**config.mk**
```make
export PLATFORM = sky130hd
export DESIGN_NAME = selective_repeat_receive_window_flat
export DESIGN_NICKNAME = d
export VERILOG_FILES = /design/src/rtl/srrw_pkg.sv /design/src/rtl/srrw_if.sv /design/src/rtl/selective_repeat_receive_window.sv /design/src/rtl/srrw_slot_mem.sv /design/src/rtl/srrw_size.sv /design/src/rtl/srrw_ctrl.sv /design/src/flat_wrapper.sv
export VERILOG_INCLUDE_DIRS = /design/src /design/src/rtl
export SDC_FILE = /design/constraint.sdc
export NUM_CORES = 2
export LEC_CHECK = 0
export ABC_AREA = 1
export BUFFER_PORTS_ARGS = -buffer_cell sky130_fd_sc_hd__buf_4
export CAP_MARGIN = 30
export CORE_MARGIN = 5
export CORE_UTILIZATION = 40
export CTS_BUF_LIST = sky130_fd_sc_hd__clkbuf_4
export CTS_CLUSTER_SIZE = 28
export DETAILED_ROUTE_END_ITERATION = 10
export GPL_TIMING_DRIVEN = 0
export HOLD_SLACK_MARGIN = 0.03
export PLACE_DENSITY = 0.66
export SYNTH_ARGS = -nofsm -noshare
export SYNTH_HDL_FRONTEND = slang
export SYNTH_SLANG_ARGS = --single-unit
```
**constraint.sdc**
```tcl
create_clock -name clk -period 19.6 [get_ports clk]
set_input_delay 0 -clock clk [delete_from_list [all_inputs] [get_ports clk]]
set_output_delay 0 -clock clk [all_outputs]
set_load 0.1 [all_outputs]
```
**src/rtl/assert_macros.svh**
```systemverilog
// ----------------------------------------------------------------------------
// assertion macros
// shared concurrent assertion forms, clocked on clk and disabled in reset
// ----------------------------------------------------------------------------
`ifndef ASSERT_MACROS_SVH
`define ASSERT_MACROS_SVH

// invariant checked at every rising clock edge
`define SRRW_ASSERT(lbl, cond, msg) \
	lbl: assert property (@(posedge clk) disable iff (!arst_n) (cond)) \
		else $error(msg);

// same-cycle implication
`define SRRW_ASSERT_IMP(lbl, pre, post, msg) \
	lbl: assert property (@(posedge clk) disable iff (!arst_n) (pre) |-> (post)) \
		else $error(msg);

// next-cycle implication
`define SRRW_ASSERT_NXT(lbl, pre, post, msg) \
	lbl: assert property (@(posedge clk) disable iff (!arst_n) (pre) |=> (post)) \
		else $error(msg);

`endif

```
**src/rtl/srrw_pkg.sv**
```systemverilog
`timescale 1ns / 1ps
// ----------------------------------------------------------------------------
// srrw_pkg
// shared widths, result kinds, opcodes and the slot memory entry type
// ----------------------------------------------------------------------------
package srrw_pkg;

	localparam int DEF_WINDOW_SLOTS  = 16;
	localparam int DEF_SEGMENT_BYTES = 1000;

	localparam int SIZE_W   = 24;
	localparam int HANDLE_W = 32;
	localparam int LEN_W    = 10;
	localparam int KIND_W   = 3;

	typedef logic [KIND_W-1:0] kind_t;

	localparam kind_t KIND_DELIVER   = 3'd0;
	localparam kind_t KIND_REQUEST   = 3'd1;
	localparam kind_t KIND_STORED    = 3'd2;
	localparam kind_t KIND_OLD       = 3'd3;
	localparam kind_t KIND_DUP       = 3'd4;
	localparam kind_t KIND_FOREIGN   = 3'd5;
	localparam kind_t KIND_NONE_MISS = 3'd6;
	localparam kind_t KIND_BEYOND    = 3'd7;

	localparam logic OP_ARRIVE = 1'b0;
	localparam logic OP_TICK   = 1'b1;

	typedef struct packed {
		logic                received;
		logic [HANDLE_W-1:0] handle;
	} slot_entry_t;

endpackage

```
**src/rtl/srrw_if.sv**
```systemverilog
`timescale 1ns / 1ps
// ----------------------------------------------------------------------------
// srrw_if
// valid/ready channels: size config, segment arrivals and results
// ----------------------------------------------------------------------------
interface srrw_cfg_if;
	import srrw_pkg::*;
	logic              valid;
	logic              ready;
	logic [SIZE_W-1:0] total_size;
	modport source (output valid, output total_size, input ready);
	modport sink (input valid, input total_size, output ready);
endinterface

interface srrw_arr_if;
	import srrw_pkg::*;
	logic                valid;
	logic                ready;
	logic                op;
	logic                from_server;
	logic [SIZE_W-1:0]   start_offset;
	logic [HANDLE_W-1:0] payload_handle;
	modport source (output valid, output op, output from_server, output start_offset,
		output payload_handle, input ready);
	modport sink (input valid, input op, input from_server, input start_offset,
		input payload_handle, output ready);
endinterface

interface srrw_res_if;
	import srrw_pkg::*;
	logic                valid;
	logic                ready;
	logic [KIND_W-1:0]   kind;
	logic [SIZE_W-1:0]   byte_offset;
	logic [LEN_W-1:0]    length;
	logic [HANDLE_W-1:0] handle_out;
	logic                last;
	logic                done_res;
	modport source (output valid, output kind, output byte_offset, output length,
		output handle_out, output last, output done_res, input ready);
	modport sink (input valid, input kind, input byte_offset, input length,
		input handle_out, input last, input done_res, output ready);
endinterface

```
**src/rtl/selective_repeat_receive_window.sv**
```systemverilog
`timescale 1ns / 1ps
// ----------------------------------------------------------------------------
// selective_repeat_receive_window
// receive window of a segmented download: drops bad arrivals, stores held
// segment handles in a ring, delivers the in-order run and requests gaps
// ----------------------------------------------------------------------------
// One item is in work at a time and results leave through a one-deep output
// register, so the next item is taken while the last result still waits.
// Every window step passes through a read state and a read-data state because
// the ring store has a registered read. An arrival dropped at the checks goes
// through check and a single result; a duplicate adds the slot lookup. A
// stored arrival passes check and lookup, probes the run of held segments
// from the window base until a missing slot, the window or the file end ends
// it, then emits one delivery per segment of that run and returns to idle, or
// gives a single stored result when nothing is delivered. A timeout tick
// probes every slot of the window span to count the missing ones, then walks
// up to the last missing one with a request for each, or gives a single
// result when nothing is missing. A stalled result side adds its stall to each
// result. A size write makes the block busy for one cycle while the segment
// count is formed. After reset a clearing pass writes every slot before the
// first item is taken.
module selective_repeat_receive_window #(
	parameter int WINDOW_SLOTS  = srrw_pkg::DEF_WINDOW_SLOTS,
	parameter int SEGMENT_BYTES = srrw_pkg::DEF_SEGMENT_BYTES
) (
	input  logic        clk,
	input  logic        arst_n,
	srrw_cfg_if.sink    cfg,
	srrw_arr_if.sink    arrival,
	srrw_res_if.source  result
);
	import srrw_pkg::*;

	localparam int SEG_W  = $clog2(((2 ** SIZE_W) - 1 + SEGMENT_BYTES - 1)
		/ SEGMENT_BYTES + 1);
	localparam int SLOT_W = $clog2(WINDOW_SLOTS);

	logic [SIZE_W-1:0] total_size;
	logic [SEG_W-1:0]  count;
	logic              size_busy;
	logic              mem_re;
	logic [SLOT_W-1:0] mem_raddr;
	slot_entry_t       mem_rdata;
	logic              mem_we;
	logic [SLOT_W-1:0] mem_waddr;
	slot_entry_t       mem_wdata;

	srrw_size #(
		.SEGMENT_BYTES (SEGMENT_BYTES)
	) u_size (
		.clk        (clk),
		.arst_n     (arst_n),
		.cfg        (cfg),
		.total_size (total_size),
		.count      (count),
		.busy       (size_busy)
	);

	srrw_slot_mem #(
		.DEPTH (WINDOW_SLOTS)
	) u_mem (
		.clk   (clk),
		.re    (mem_re),
		.raddr (mem_raddr),
		.rdata (mem_rdata),
		.we    (mem_we),
		.waddr (mem_waddr),
		.wdata (mem_wdata)
	);

	srrw_ctrl #(
		.WINDOW_SLOTS  (WINDOW_SLOTS),
		.SEGMENT_BYTES (SEGMENT_BYTES)
	) u_ctrl (
		.clk        (clk),
		.arst_n     (arst_n),
		.arrival    (arrival),
		.result     (result),
		.total_size (total_size),
		.count      (count),
		.size_busy  (size_busy),
		.mem_re     (mem_re),
		.mem_raddr  (mem_raddr),
		.mem_rdata  (mem_rdata),
		.mem_we     (mem_we),
		.mem_waddr  (mem_waddr),
		.mem_wdata  (mem_wdata)
	);

endmodule

```
**src/rtl/srrw_slot_mem.sv**
```systemverilog
`timescale 1ns / 1ps
// ----------------------------------------------------------------------------
// srrw_slot_mem
// ring slot store, one write and one registered read port
// ----------------------------------------------------------------------------
module srrw_slot_mem #(
	parameter int DEPTH = srrw_pkg::DEF_WINDOW_SLOTS
) (
	input  logic                       clk,
	input  logic                       re,
	input  logic [$clog2(DEPTH)-1:0]   raddr,
	output srrw_pkg::slot_entry_t      rdata,
	input  logic                       we,
	input  logic [$clog2(DEPTH)-1:0]   waddr,
	input  srrw_pkg::slot_entry_t      wdata
);
	import srrw_pkg::*;

	slot_entry_t mem [DEPTH];

	always_ff @(posedge clk) begin
		if (we) begin
			mem[waddr] <= wdata;
		end
	end

	always_ff @(posedge clk) begin
		if (re) begin
			rdata <= mem[raddr];
		end
	end

endmodule

```
**src/rtl/srrw_size.sv**
```systemverilog
`timescale 1ns / 1ps
// ----------------------------------------------------------------------------
// srrw_size
// file size register and segment count, ceil(size / segment bytes)
// ----------------------------------------------------------------------------
module srrw_size #(
	parameter int SEGMENT_BYTES = srrw_pkg::DEF_SEGMENT_BYTES,
	localparam int SEG_W = $clog2(((2 ** srrw_pkg::SIZE_W) - 1 + SEGMENT_BYTES - 1)
		/ SEGMENT_BYTES + 1)
) (
	input  logic                        clk,
	input  logic                        arst_n,
	srrw_cfg_if.sink                    cfg,
	output logic [srrw_pkg::SIZE_W-1:0] total_size,
	output logic [SEG_W-1:0]            count,
	output logic                        busy
);
	import srrw_pkg::*;

	localparam int X_W     = SIZE_W + 1;
	localparam int CNT_SH  = X_W + $clog2(SEGMENT_BYTES);
	localparam int CMUL_W  = SIZE_W + 3;
	localparam logic [CMUL_W-1:0] CNT_MUL = CMUL_W'(((64'd1 << CNT_SH)
		+ 64'(SEGMENT_BYTES) - 64'd1) / 64'(SEGMENT_BYTES));
	localparam int CPROD_W = CNT_SH + SEG_W + 1;

	logic [SIZE_W-1:0]  total_q;
	logic [SEG_W-1:0]   count_q;
	logic               busy_q;
	logic [X_W-1:0]     round_up;
	logic [CPROD_W-1:0] cprod;

	assign cfg.ready  = !busy_q;
	assign total_size = total_q;
	assign count      = count_q;
	assign busy       = busy_q;

	// reciprocal multiply, exact over the full size range
	assign round_up = X_W'(total_q) + X_W'(SEGMENT_BYTES - 1);
	assign cprod    = CPROD_W'(round_up) * CPROD_W'(CNT_MUL);

	always_ff @(posedge clk or negedge arst_n) begin
		if (!arst_n) begin
			total_q <= '0;
			count_q <= '0;
			busy_q  <= 1'b0;
		end else begin
			busy_q <= cfg.valid && !busy_q;
			if (cfg.valid && !busy_q) begin
				total_q <= cfg.total_size;
			end
			if (busy_q) begin
				count_q <= cprod[CNT_SH +: SEG_W];
			end
		end
	end

endmodule

```
**src/rtl/srrw_ctrl.sv**
```systemverilog
`timescale 1ns / 1ps
`include "assert_macros.svh"
// ----------------------------------------------------------------------------
// srrw_ctrl
// item sequencer: arrival checks, slot read-modify-write, two-pass window
// scans (count then emit) and the result register
// ----------------------------------------------------------------------------
module srrw_ctrl #(
	parameter int WINDOW_SLOTS  = srrw_pkg::DEF_WINDOW_SLOTS,
	parameter int SEGMENT_BYTES = srrw_pkg::DEF_SEGMENT_BYTES,
	localparam int SEG_W = $clog2(((2 ** srrw_pkg::SIZE_W) - 1 + SEGMENT_BYTES - 1)
		/ SEGMENT_BYTES + 1),
	localparam int SLOT_W = $clog2(WINDOW_SLOTS)
) (
	input  logic                        clk,
	input  logic                        arst_n,
	srrw_arr_if.sink                    arrival,
	srrw_res_if.source                  result,
	input  logic [srrw_pkg::SIZE_W-1:0] total_size,
	input  logic [SEG_W-1:0]            count,
	input  logic                        size_busy,
	output logic                        mem_re,
	output logic [SLOT_W-1:0]           mem_raddr,
	input  srrw_pkg::slot_entry_t       mem_rdata,
	output logic                        mem_we,
	output logic [SLOT_W-1:0]           mem_waddr,
	output srrw_pkg::slot_entry_t       mem_wdata
);
	import srrw_pkg::*;

	localparam int CNT_W   = $clog2(WINDOW_SLOTS + 1);
	localparam int WB      = ((SEG_W > CNT_W) ? SEG_W : CNT_W) + 1;
	localparam int OFF_SH  = SIZE_W + $clog2(SEGMENT_BYTES);
	localparam int MUL_W   = SIZE_W + 2;
	localparam logic [MUL_W-1:0] OFF_MUL = MUL_W'(((64'd1 << OFF_SH)
		+ 64'(SEGMENT_BYTES) - 64'd1) / 64'(SEGMENT_BYTES));
	localparam int PROD_W  = OFF_SH + SEG_W + 1;
	localparam int D_W     = $clog2(SEGMENT_BYTES + 1);
	localparam int OFF_W   = SEG_W + D_W;
	localparam int CMP_W   = (OFF_W > SIZE_W) ? OFF_W : SIZE_W;

	localparam logic [3:0] ST_CLEAR    = 4'd0;
	localparam logic [3:0] ST_IDLE     = 4'd1;
	localparam logic [3:0] ST_CHECK    = 4'd2;
	localparam logic [3:0] ST_LOOKUP   = 4'd3;
	localparam logic [3:0] ST_PROBE    = 4'd4;
	localparam logic [3:0] ST_PROBE_RD = 4'd5;
	localparam logic [3:0] ST_EMIT     = 4'd6;
	localparam logic [3:0] ST_EMIT_RD  = 4'd7;
	localparam logic [3:0] ST_SINGLE   = 4'd8;

	logic [3:0]          state_q;
	logic [SLOT_W-1:0]   clr_q;
	logic [SEG_W-1:0]    base_q;
	logic [SLOT_W-1:0]   bslot_q;
	logic [CNT_W-1:0]    g_q;
	logic [SLOT_W-1:0]   sslot_q;
	logic [CNT_W-1:0]    cnt_q;
	logic [CNT_W-1:0]    emit_q;
	logic                op_s1;
	kind_t               kind_q;
	logic                done_q;

	logic                from_s1;
	logic [SEG_W-1:0]    seg_s1;
	logic [HANDLE_W-1:0] handle_s1;
	logic [SLOT_W-1:0]   aslot_q;
	logic [OFF_W-1:0]    off_s1;

	logic                res_valid_q;
	kind_t               res_kind_q;
	logic [SIZE_W-1:0]   res_off_q;
	logic [LEN_W-1:0]    res_len_q;
	logic [HANDLE_W-1:0] res_handle_q;
	logic                res_last_q;
	logic                res_done_q;

	logic                accept;
	logic                out_free;
	logic                is_tick;
	logic                rec;
	logic [PROD_W-1:0]   seg_prod;
	logic [SEG_W-1:0]    seg_c;
	logic [SEG_W-1:0]    seg_diff;
	logic                is_old;
	logic                is_beyond;
	logic                fresh;
	logic [SLOT_W:0]     slot_sum;
	logic [SLOT_W-1:0]   aslot_c;
	logic [SLOT_W-1:0]   sslot_inc;
	logic [SLOT_W-1:0]   bslot_inc;
	logic                in_span;
	logic [SEG_W-1:0]    scan_seg;
	logic                base_done;
	logic                run_done;
	logic [CMP_W-1:0]    off_x;
	logic [CMP_W-1:0]    total_x;
	logic [CMP_W-1:0]    rest;
	logic [LEN_W-1:0]    len_c;
	logic                last_c;
	logic                single_go;
	logic                emit_go;

	assign accept        = arrival.valid && arrival.ready;
	assign arrival.ready = (state_q == ST_IDLE) && !size_busy;
	assign out_free      = !res_valid_q || result.ready;
	assign is_tick       = (op_s1 == OP_TICK);
	assign rec           = mem_rdata.received;

	// segment index of the arriving offset, reciprocal multiply
	assign seg_prod = PROD_W'(arrival.start_offset) * PROD_W'(OFF_MUL);
	assign seg_c    = seg_prod[OFF_SH +: SEG_W];

	assign seg_diff  = seg_s1 - base_q;
	assign is_old    = seg_s1 < base_q;
	assign is_beyond = (WB'(seg_diff) >= WB'(WINDOW_SLOTS)) || (seg_s1 >= count);
	assign fresh     = from_s1 && !is_old && !is_beyond;

	// ring slot of the arrival, offset from the base slot is below the depth
	assign slot_sum = (SLOT_W + 1)'(bslot_q) + (SLOT_W + 1)'(seg_diff);
	assign aslot_c  = (slot_sum >= (SLOT_W + 1)'(WINDOW_SLOTS))
		? SLOT_W'(slot_sum - (SLOT_W + 1)'(WINDOW_SLOTS)) : SLOT_W'(slot_sum);

	assign sslot_inc = (sslot_q == SLOT_W'(WINDOW_SLOTS - 1)) ? '0 : sslot_q + 1'b1;
	assign bslot_inc = (bslot_q == SLOT_W'(WINDOW_SLOTS - 1)) ? '0 : bslot_q + 1'b1;

	assign in_span   = (g_q < CNT_W'(WINDOW_SLOTS))
		&& ((WB'(base_q) + WB'(g_q)) < WB'(count));
	assign scan_seg  = base_q + SEG_W'(g_q);
	assign base_done = base_q >= count;
	assign run_done  = (WB'(base_q) + WB'(cnt_q)) >= WB'(count);

	// segment length clipped at end of file
	assign off_x   = CMP_W'(off_s1);
	assign total_x = CMP_W'(total_size);
	assign rest    = (off_x < total_x) ? total_x - off_x : '0;
	assign len_c   = (rest < CMP_W'(SEGMENT_BYTES)) ? LEN_W'(rest) : LEN_W'(SEGMENT_BYTES);
	assign last_c  = (CNT_W'(emit_q + 1'b1) == cnt_q);

	assign single_go = (state_q == ST_SINGLE) && out_free;
	assign emit_go   = (state_q == ST_EMIT_RD) && out_free && (!is_tick || !rec);

	always_comb begin
		mem_re    = 1'b0;
		mem_raddr = sslot_q;
		mem_we    = 1'b0;
		mem_waddr = sslot_q;
		mem_wdata = '{received: 1'b0, handle: '0};
		case (state_q)
			ST_CLEAR: begin
				mem_we    = 1'b1;
				mem_waddr = clr_q;
			end
			ST_CHECK: begin
				mem_re    = fresh;
				mem_raddr = aslot_c;
			end
			ST_LOOKUP: begin
				mem_we    = !rec;
				mem_waddr = aslot_q;
				mem_wdata = '{received: 1'b1, handle: handle_s1};
			end
			ST_PROBE: begin
				mem_re = in_span;
			end
			ST_EMIT: begin
				mem_re = 1'b1;
			end
			ST_EMIT_RD: begin
				mem_we = emit_go && !is_tick;
			end
			default: begin
				mem_re = 1'b0;
			end
		endcase
	end

	always_ff @(posedge clk or negedge arst_n) begin
		if (!arst_n) begin
			state_q <= ST_CLEAR;
			clr_q   <= '0;
			base_q  <= '0;
			bslot_q <= '0;
			g_q     <= '0;
			sslot_q <= '0;
			cnt_q   <= '0;
			emit_q  <= '0;
			op_s1   <= OP_ARRIVE;
			kind_q  <= KIND_STORED;
			done_q  <= 1'b0;
		end else begin
			case (state_q)
				ST_CLEAR: begin
					if (clr_q == SLOT_W'(WINDOW_SLOTS - 1)) begin
						state_q <= ST_IDLE;
					end else begin
						clr_q <= clr_q + 1'b1;
					end
				end
				ST_IDLE: begin
					if (accept) begin
						op_s1   <= arrival.op;
						g_q     <= '0;
						sslot_q <= bslot_q;
						cnt_q   <= '0;
						state_q <= (arrival.op == OP_TICK) ? ST_PROBE : ST_CHECK;
					end
				end
				ST_CHECK: begin
					done_q <= base_done;
					if (!from_s1) begin
						kind_q  <= KIND_FOREIGN;
						state_q <= ST_SINGLE;
					end else if (is_old) begin
						kind_q  <= KIND_OLD;
						state_q <= ST_SINGLE;
					end else if (is_beyond) begin
						kind_q  <= KIND_BEYOND;
						state_q <= ST_SINGLE;
					end else begin
						state_q <= ST_LOOKUP;
					end
				end
				ST_LOOKUP: begin
					if (rec) begin
						kind_q  <= KIND_DUP;
						done_q  <= base_done;
						state_q <= ST_SINGLE;
					end else begin
						state_q <= ST_PROBE;
					end
				end
				ST_PROBE: begin
					if (in_span) begin
						state_q <= ST_PROBE_RD;
					end else if (cnt_q == '0) begin
						kind_q  <= is_tick ? KIND_NONE_MISS : KIND_STORED;
						done_q  <= base_done;
						state_q <= ST_SINGLE;
					end else begin
						g_q     <= '0;
						sslot_q <= bslot_q;
						emit_q  <= '0;
						done_q  <= is_tick ? base_done : run_done;
						state_q <= ST_EMIT;
					end
				end
				ST_PROBE_RD: begin
					// tick counts gaps, arrival counts the held run from the base
					if (is_tick || rec) begin
						if (is_tick != rec) begin
							cnt_q <= cnt_q + 1'b1;
						end
						g_q     <= g_q + 1'b1;
						sslot_q <= sslot_inc;
					end else begin
						g_q <= CNT_W'(WINDOW_SLOTS);
					end
					state_q <= ST_PROBE;
				end
				ST_EMIT: begin
					state_q <= ST_EMIT_RD;
				end
				ST_EMIT_RD: begin
					if (is_tick && rec) begin
						g_q     <= g_q + 1'b1;
						sslot_q <= sslot_inc;
						state_q <= ST_EMIT;
					end else if (out_free) begin
						emit_q  <= emit_q + 1'b1;
						sslot_q <= sslot_inc;
						if (is_tick) begin
							g_q <= g_q + 1'b1;
						end else begin
							base_q  <= base_q + 1'b1;
							bslot_q <= bslot_inc;
						end
						state_q <= last_c ? ST_IDLE : ST_EMIT;
					end
				end
				ST_SINGLE: begin
					if (out_free) begin
						state_q <= ST_IDLE;
					end
				end
				default: begin
					state_q <= ST_IDLE;
				end
			endcase
		end
	end

	always_ff @(posedge clk) begin
		if (accept) begin
			from_s1   <= arrival.from_server;
			seg_s1    <= seg_c;
			handle_s1 <= arrival.payload_handle;
		end
		if (state_q == ST_CHECK) begin
			aslot_q <= aslot_c;
		end
		if (state_q == ST_EMIT) begin
			off_s1 <= OFF_W'(scan_seg) * OFF_W'(SEGMENT_BYTES);
		end
	end

	// result register
	always_ff @(posedge clk or negedge arst_n) begin
		if (!arst_n) begin
			res_valid_q <= 1'b0;
		end else if (single_go || emit_go) begin
			res_valid_q <= 1'b1;
		end else if (result.ready) begin
			res_valid_q <= 1'b0;
		end
	end

	always_ff @(posedge clk) begin
		if (single_go) begin
			res_kind_q   <= kind_q;
			res_off_q    <= '0;
			res_len_q    <= '0;
			res_handle_q <= '0;
			res_last_q   <= 1'b1;
			res_done_q   <= done_q;
		end else if (emit_go) begin
			res_kind_q   <= is_tick ? KIND_REQUEST : KIND_DELIVER;
			res_off_q    <= off_x[SIZE_W-1:0];
			res_len_q    <= len_c;
			res_handle_q <= is_tick ? '0 : mem_rdata.handle;
			res_last_q   <= last_c;
			res_done_q   <= done_q;
		end
	end

	assign result.valid       = res_valid_q;
	assign result.kind        = res_kind_q;
	assign result.byte_offset = res_off_q;
	assign result.length      = res_len_q;
	assign result.handle_out  = res_handle_q;
	assign result.last        = res_last_q;
	assign result.done_res    = res_done_q;

	`SRRW_ASSERT(a_cnt_bound, cnt_q <= CNT_W'(WINDOW_SLOTS), "result count beyond window")
	`SRRW_ASSERT_IMP(a_emit_bound, state_q == ST_EMIT_RD, emit_q < cnt_q, "emit overran count")
	`SRRW_ASSERT_IMP(a_run_held, (state_q == ST_EMIT_RD) && !is_tick, rec, "run slot not held")
	`SRRW_ASSERT_NXT(a_last_ends, single_go || (emit_go && last_c), state_q == ST_IDLE, "item not closed")

endmodule
```
**src/flat_wrapper.sv**
```systemverilog
// flat-port wrapper written by rule: the top's interface ports become plain ports
module selective_repeat_receive_window_flat import srrw_pkg::*;
#(
	parameter int WINDOW_SLOTS  = srrw_pkg::DEF_WINDOW_SLOTS,
	parameter int SEGMENT_BYTES = srrw_pkg::DEF_SEGMENT_BYTES
)
  (clk, arst_n, cfg_valid, cfg_total_size, cfg_ready, arrival_valid, arrival_op, arrival_from_server, arrival_start_offset, arrival_payload_handle, arrival_ready, result_valid, result_kind, result_byte_offset, result_length, result_handle_out, result_last, result_done_res, result_ready);
  srrw_cfg_if cfg_i ();
  srrw_arr_if arrival_i ();
  srrw_res_if result_i ();
  input  logic clk;
  input  logic arst_n;
  input wire logic [$bits(cfg_i.valid)-1:0] cfg_valid;
  input wire logic [$bits(cfg_i.total_size)-1:0] cfg_total_size;
  output wire logic [$bits(cfg_i.ready)-1:0] cfg_ready;
  input wire logic [$bits(arrival_i.valid)-1:0] arrival_valid;
  input wire logic [$bits(arrival_i.op)-1:0] arrival_op;
  input wire logic [$bits(arrival_i.from_server)-1:0] arrival_from_server;
  input wire logic [$bits(arrival_i.start_offset)-1:0] arrival_start_offset;
  input wire logic [$bits(arrival_i.payload_handle)-1:0] arrival_payload_handle;
  output wire logic [$bits(arrival_i.ready)-1:0] arrival_ready;
  output wire logic [$bits(result_i.valid)-1:0] result_valid;
  output wire logic [$bits(result_i.kind)-1:0] result_kind;
  output wire logic [$bits(result_i.byte_offset)-1:0] result_byte_offset;
  output wire logic [$bits(result_i.length)-1:0] result_length;
  output wire logic [$bits(result_i.handle_out)-1:0] result_handle_out;
  output wire logic [$bits(result_i.last)-1:0] result_last;
  output wire logic [$bits(result_i.done_res)-1:0] result_done_res;
  input wire logic [$bits(result_i.ready)-1:0] result_ready;
  assign cfg_i.valid = cfg_valid;
  assign cfg_i.total_size = cfg_total_size;
  assign cfg_ready = cfg_i.ready;
  assign arrival_i.valid = arrival_valid;
  assign arrival_i.op = arrival_op;
  assign arrival_i.from_server = arrival_from_server;
  assign arrival_i.start_offset = arrival_start_offset;
  assign arrival_i.payload_handle = arrival_payload_handle;
  assign arrival_ready = arrival_i.ready;
  assign result_valid = result_i.valid;
  assign result_kind = result_i.kind;
  assign result_byte_offset = result_i.byte_offset;
  assign result_length = result_i.length;
  assign result_handle_out = result_i.handle_out;
  assign result_last = result_i.last;
  assign result_done_res = result_i.done_res;
  assign result_i.ready = result_ready;
  selective_repeat_receive_window #(.WINDOW_SLOTS(WINDOW_SLOTS), .SEGMENT_BYTES(SEGMENT_BYTES)) u_core (.clk(clk), .arst_n(arst_n), .cfg(cfg_i), .arrival(arrival_i), .result(result_i));
endmodule
```
**Yosys cells after proc, flatten, opt, wreduce, memory -nomap -nowiden**

Memory sizes are Yosys's and may differ from the RTL's. A register that Yosys moved wholly into a read port is not among the register bits.
Index checks and enable logic that the tools add are counted.

- Equality and inequality tests: 27
- $add $sub $neg: 15
- Bitwise logic cells: 3
- Div/mod/pow operators: 0
- Multiply operators: 3
- Reduce and logical (&&, ||, !) cells: 40
- $lt $le $gt $ge: 10
- Multiplexer cells: 68
- Shifts and indexed selects: 0

Operators by type and width:

| operator | count |
|---|---|
| $mux 4 | 21 |
| $mux 5 | 11 |
| $mul 25x26->50 const B | 1 |
| $mul 24x24->48 const B | 1 |
| $pmux 4 s9 | 1 |
| $mux 3 | 11 |
| $mux 33 | 1 |
| $add 15x5->16 | 2 |
| $mux 32 | 1 |
| $ge 15x15->1 | 2 |
| $add 24x10->25 const B | 1 |
| $lt 25x10->1 const B | 1 |
| $lt 25x24->1 | 1 |
| $mux 25 | 1 |
| $sub 24x25->25 | 1 |
| $mul 15x7->22 const B | 1 |
| $ne 2x2->1 const B | 10 |
| $pmux 5 s2 | 2 |
| $pmux 5 s4 | 1 |
| $eq 4x3->1 const B | 4 |
| $eq 4x4->1 const B | 4 |
| $ge 16x15->1 | 1 |
| $lt 16x15->1 | 1 |
| $pmux 4 s4 | 1 |
| 37 further kinds | 84 |

- Output and inout port bits: 74
- Latch bits: 0
- Bits of input ports: 87
- Memories: 1
- Logic and storage cells: 193
- Memory bits (read-only): 0
- Register bits after elaboration: 234
- Bits in writable memories: 528

Memory list:

| memory | words | bits a word | read ports | clocked after Yosys merged registers in | write ports | line | RTL |
|---|---|---|---|---|---|---|---|
| u_core.u_mem.mem | 16 | 33 | 1 | 1 | 1 | srrw_slot_mem.sv:19 | `slot_entry_t mem [DEPTH];` |

**Longest topological paths before layout**

- Depth after elaboration: 8
- Depth in mapped cells: 40
- Depth with buffers taken out: 40

**Hierarchy**

Synthesis repeated with hierarchy kept, for this count alone.

- Cells, all modules: 6,951
- Area, all modules: 61,773.0 um2

Modules (own cells, without submodules):

| module | seq. area each (um2) | area an instance (um2) | cells each | times used |
|---|---|---|---|---|
| srrw_ctrl | 4,926.0 | 24,647.4 | 2,989 | 1 |
| srrw_slot_mem | 16,846.2 | 23,582.6 | 2,185 | 1 |
| srrw_size | 1,001.0 | 13,543.0 | 1,777 | 1 |

**Worst setup path before layout**

Ideal clock, no wire load.

- Kind: register to register
- Start: register u_core.u_size.total_q[0], in the netlist u_core.u_size.total_size[0]
- End: register u_core.u_size.count_q[8], in the netlist u_core.u_size.count[8]
- Path slack: 12,315 ps
- Buffers on the path: 0
- Required time: 19,479 ps
- Stages on the path, launching flop included: 37
- Clock period less this slack: 7,285 ps
- Arrival time: 7,164 ps
- Library setup time: 121 ps
- Cell sequence: dfrtp_1 -> inv_1 -> ha_1 -> nand2_1 -> nand2_1 -> nor2_1 -> nor2_1 -> nand2_1 -> nor2_1 -> nor2_1 -> nand2_1 -> nor2_1 -> nand3_1 -> nor2_1 -> nand2_1 -> nor2_1 -> fa_1 -> inv_1 -> fa_1 -> fa_1 -> inv_1 -> fa_1 -> fa_1 -> inv_1 -> fa_1 -> inv_1 -> fa_1 -> ha_1 -> a21o_1 -> a31oi_1 -> o21ai_0 -> a21oi_1 -> nand3_1 -> a21o_1 -> or2_2 -> nand3_1 -> nand2_1

- Longest elaborated chain between the ends: 2

Ends and longest elaborated chain:

| item | line | RTL |
|---|---|---|
| from (decl) | srrw_size.sv:27 | `logic [SIZE_W-1:0] total_q;` |
| from (signal assigned) | srrw_size.sv:50 | `total_q <= cfg.total_size;` |
| $add 24x10->25 | srrw_size.sv:39 | `assign round_up = X_W'(total_q) + X_W'(SEGMENT_BYTES - 1);` |
| $mul 25x26->50 | srrw_size.sv:40 | `assign cprod = CPROD_W'(round_up) * CPROD_W'(CNT_MUL);` |
| to (signal assigned) | srrw_size.sv:53 | `count_q <= cprod[CNT_SH +: SEG_W];` |
| to (decl) | srrw_size.sv:28 | `logic [SEG_W-1:0] count_q;` |

Every way passes these cells.
A chain may end at the register's enable or synchronous reset.

**Final worst setup path**

- Start: register u_core.u_size.total_q[0], in the netlist u_core.u_size.total_size[0]
- End: register u_core.u_size.count_q[10], in the netlist u_core.u_size.count[10]

Same word-level chain as after synthesis.

==> results_dict.tcl <==
set metrics [dict create \
    hpwl_mm 125 \
    yosys.area_share.adder_pct 29.6 \
    slew_headroom_pct 28.0 \
    startpoint "u_core.u_size.total_size[0]" \
    stdcell_count 8526 \
    chipWidth_um 391 \
    die-area_um2 153000 \
    synthXorXnorAreaFrac_pct 1.85 \
    start_kind "register" \
    postRouteAntennaNets 0 \
    drt_wl_total_mm 167 \
    cts_num_sinks 795 \
    fin_area_um2 66800 \
    clock.fmax_ghz 0.106 \
    post_dp_cell_area_um2 62400 \
    areaGrowthSynthToFinish_pct 15.0 \
    clock_latency_ns 1.14 \
    gp_congestion 0.931 \
    worst_path_dominant_cell_family "adder cells" \
    drtIter0Drc 3746 \
    clkSlewWorstSetupHoldPaths_ns 0.09 \
    synthArstFlopShare_pct 11.6 \
    synth-simple-area-share_pct 10.9 \
    initial_core_util_pct 40.3 \
    overflow 0 \
    setup_viol_count_final 0 \
    grt_pass1_wl_mm 257 \
    synth_edf_count 639 \
    ys_top_cells_by_area "edfxtp_1 (33%), fa_1 (15%), ha_1 (15%)" \
    ys_seq_area_share_pct 39.2 \
    path_common_cell "nand2_1" \
    rows 139 \
    timing.hold.ws_ns 0.121 \
    synth_top_area_share_pct 33.0 \
    critPathKind "register to register" \
    cts_setup_buffers 0 \
    core_area_um2 144000 \
    r2r_slack_ns 10.16 \
    rr_startpoint "u_core.u_size.total_size[0]" \
    post-route-min-period_ns 9.44 \
    end_kind "register" \
    drt-met1-wl_mm 69.7 \
    nFillCells 13337 \
    worstPathMaxFanout 12 \
    slew_violations 0 \
    cts_root_buf "clkbuf_4" \
    die_y_um 391 \
    max_stage_delay_ns 0.62 \
    track_usage_pct 21.7 \
    fin_worst_skew_ns 0.0890 \
    cts_resized 0 \
    clockBufferDepth 3 \
    crit_arrival_ns 10.36 \
    synth_mux_area_share_pct 0 \
    port-buffer-count 157 \
    route.detailed.drc 0 \
    cts_htree_levels 4 \
    cts_tree "built" \
    synth_cells 5889 \
    wl_per_cell_um 19.6 \
    grt_max_degree 68 \
    wl_met2_mm 78.2 \
    rr_endpoint "u_core.u_size.count[10]" \
    critPathBufInv 7 \
    worstSetupPathDepth 36 \
    cp.required_ns 20.53 \
    tns_ns 0 \
    vias_per_cell 5.22 \
    via_count 44497 \
    tightest_slew_ns 1.08 \
    rsz0062_at_grt "false" \
    finalCritPeriodShare_pct 48.2 \
    crit_slowest_cell "xnor2_1" \
    synth.distinct_cells 55 \
    grt_pass1_vias 45462 \
    synth_area_per_cell_um2 9.87 \
    final_nets 7670 \
    antenna_found_initial 4 \
    ys_ff_latch 795 \
    synth_common_cells "inv_1 (1,145), nand2_1 (748), ha_1 (675)" \
    maxCapViolations 0 \
    dr.pass1.iters 6 \
    post-place-cells 7986 \
    met3_length_mm 13.9 \
    drive_gt1_share_pct 8.78 \
    synth_top_cell_by_area "edfxtp_1" \
    syn_area_um2 58100 \
    cts_made_buffers 186 \
    cp-endpoint "u_core.u_size.count[10]" \
    synth_compound_area_share_pct 10.1 \
    yosys_warnings 0 \
    yosysMostFrequentCell "inv_1" \
    ys.flop_type "edfxtp_1" \
    top_layer_used "met5" \
    synth_top_family_by_area "adder cells" \
    worstRegToRegCells 36 \
    status "complete, no violations" \
    ios 161 \
    finalHoldViolCount 0 \
    min-delay-path-class "input pin to register" \
]
routing by layer:
metal	vias up	global-route usage (%)
met2	1755	35.4
li1	20789	-
met5	-	0
met3	326	4.79
met4	4	7.38
met1	21623	28.7
cells by family after synthesis:
family | Yosys count
simple gates | 1544
xor+xnor | 123
buf+inv | 1289
flops | 795
other cells | 1
fa+ha+maj | 1111
compound gates | 1026
stage by stage:
| step | worst slack [ns] | utilization [%] |
|---|---|---|
| 2_1_floorplan | 12.32 | - |
| 3_3_place_gp | 10.35 | 42.8 |
| 3_5_place_dp | 10.30 | 43.3 |
| 4_1_cts | 10.25 | 46.4 |
| 5_1_grt | 9.58 | 46.4 |
| 6_report | 10.16 | 46.4 |
sequential cells by signal, summed over array words and instances, names as in the netlist, 5 cells and up:
name	count
u_core.u_mem.mem	528
u_core.u_ctrl.seg_s1	15
u_core.u_size.count	15
u_core.u_ctrl.off_s1	22
u_core.u_ctrl.base_q	15
u_core.u_ctrl.g_q	5
u_core.u_mem.rdata	33
u_core.u_ctrl.result.byte_offset	21
u_core.u_ctrl.cnt_q	5
u_core.u_ctrl.emit_q	5
u_core.u_ctrl.result.length	10
u_core.u_ctrl.result.handle_out	32
u_core.u_size.total_size	24
u_core.u_ctrl.handle_s1	32
tightest hold or removal path, delay by kind of cell:
| kind | cells | cell delay [ns] |
|---|---|---|
| buf+inv | 3 | 1.16 |
placed cells by master (no fill, tap or decap), types with 95 or more instances in the layout:
master         netlist  final
inv_1             1145   1144
clkbuf_4             0    283
dlygate4sd3_1        0    193
buf_4                4    175
clkbuf_1            99     99
nor2_1             539    523
nand2_1            748    748
o221ai_1           101    101
xor2_1              95     95
ha_1               675    675
nand3_1            132    131
fa_1               436    436
edfxtp_1           639    639
a21oi_1            314    314
o21ai_0            457    457
worst min-delay path by stage:
stage	depth (start not counted)	to	slack, ns	startpoint
detailed placement	1	u_core.u_size.total_size[1]	-0.05	arst_n
global placement	1	u_core.u_ctrl.handle_s1[13]	0.18	arrival_payload_handle[13]
finish	3	u_core.u_ctrl.handle_s1[19]	0.12	arrival_payload_handle[19]
CTS	3	u_core.u_ctrl.handle_s1[19]	0.03	arrival_payload_handle[19]
global route	3	u_core.u_ctrl.handle_s1[17]	0.06	arrival_payload_handle[17]
floorplan	0	u_core.u_ctrl.base_q[0]	-0.30	arst_n
cell type report:
cell class,instances,area (um^2),share of cell area [%]
multi-input combinational,3807,30600,45.7
sequential,795,22800,34.1
inverter,1151,4320,6.46
timing repair buffer,393,3770,5.64
tap,1903,2380,3.56
clock buffer,283,2120,3.18
buffer,138,567,0.848
clock inverter,51,320,0.479
antenna,5,12.5,0.0187
timing repair:
item / 4_1_cts / 5_1_grt
endpoints found under the setup margin: 0 / 0
hold buffers: 194 / 0
hold endpoints to repair: 239 / 0
Power is left out: the tool's default activity adds up to more than one toggle a clock period on the data nets, which glitch-free logic cannot reach.
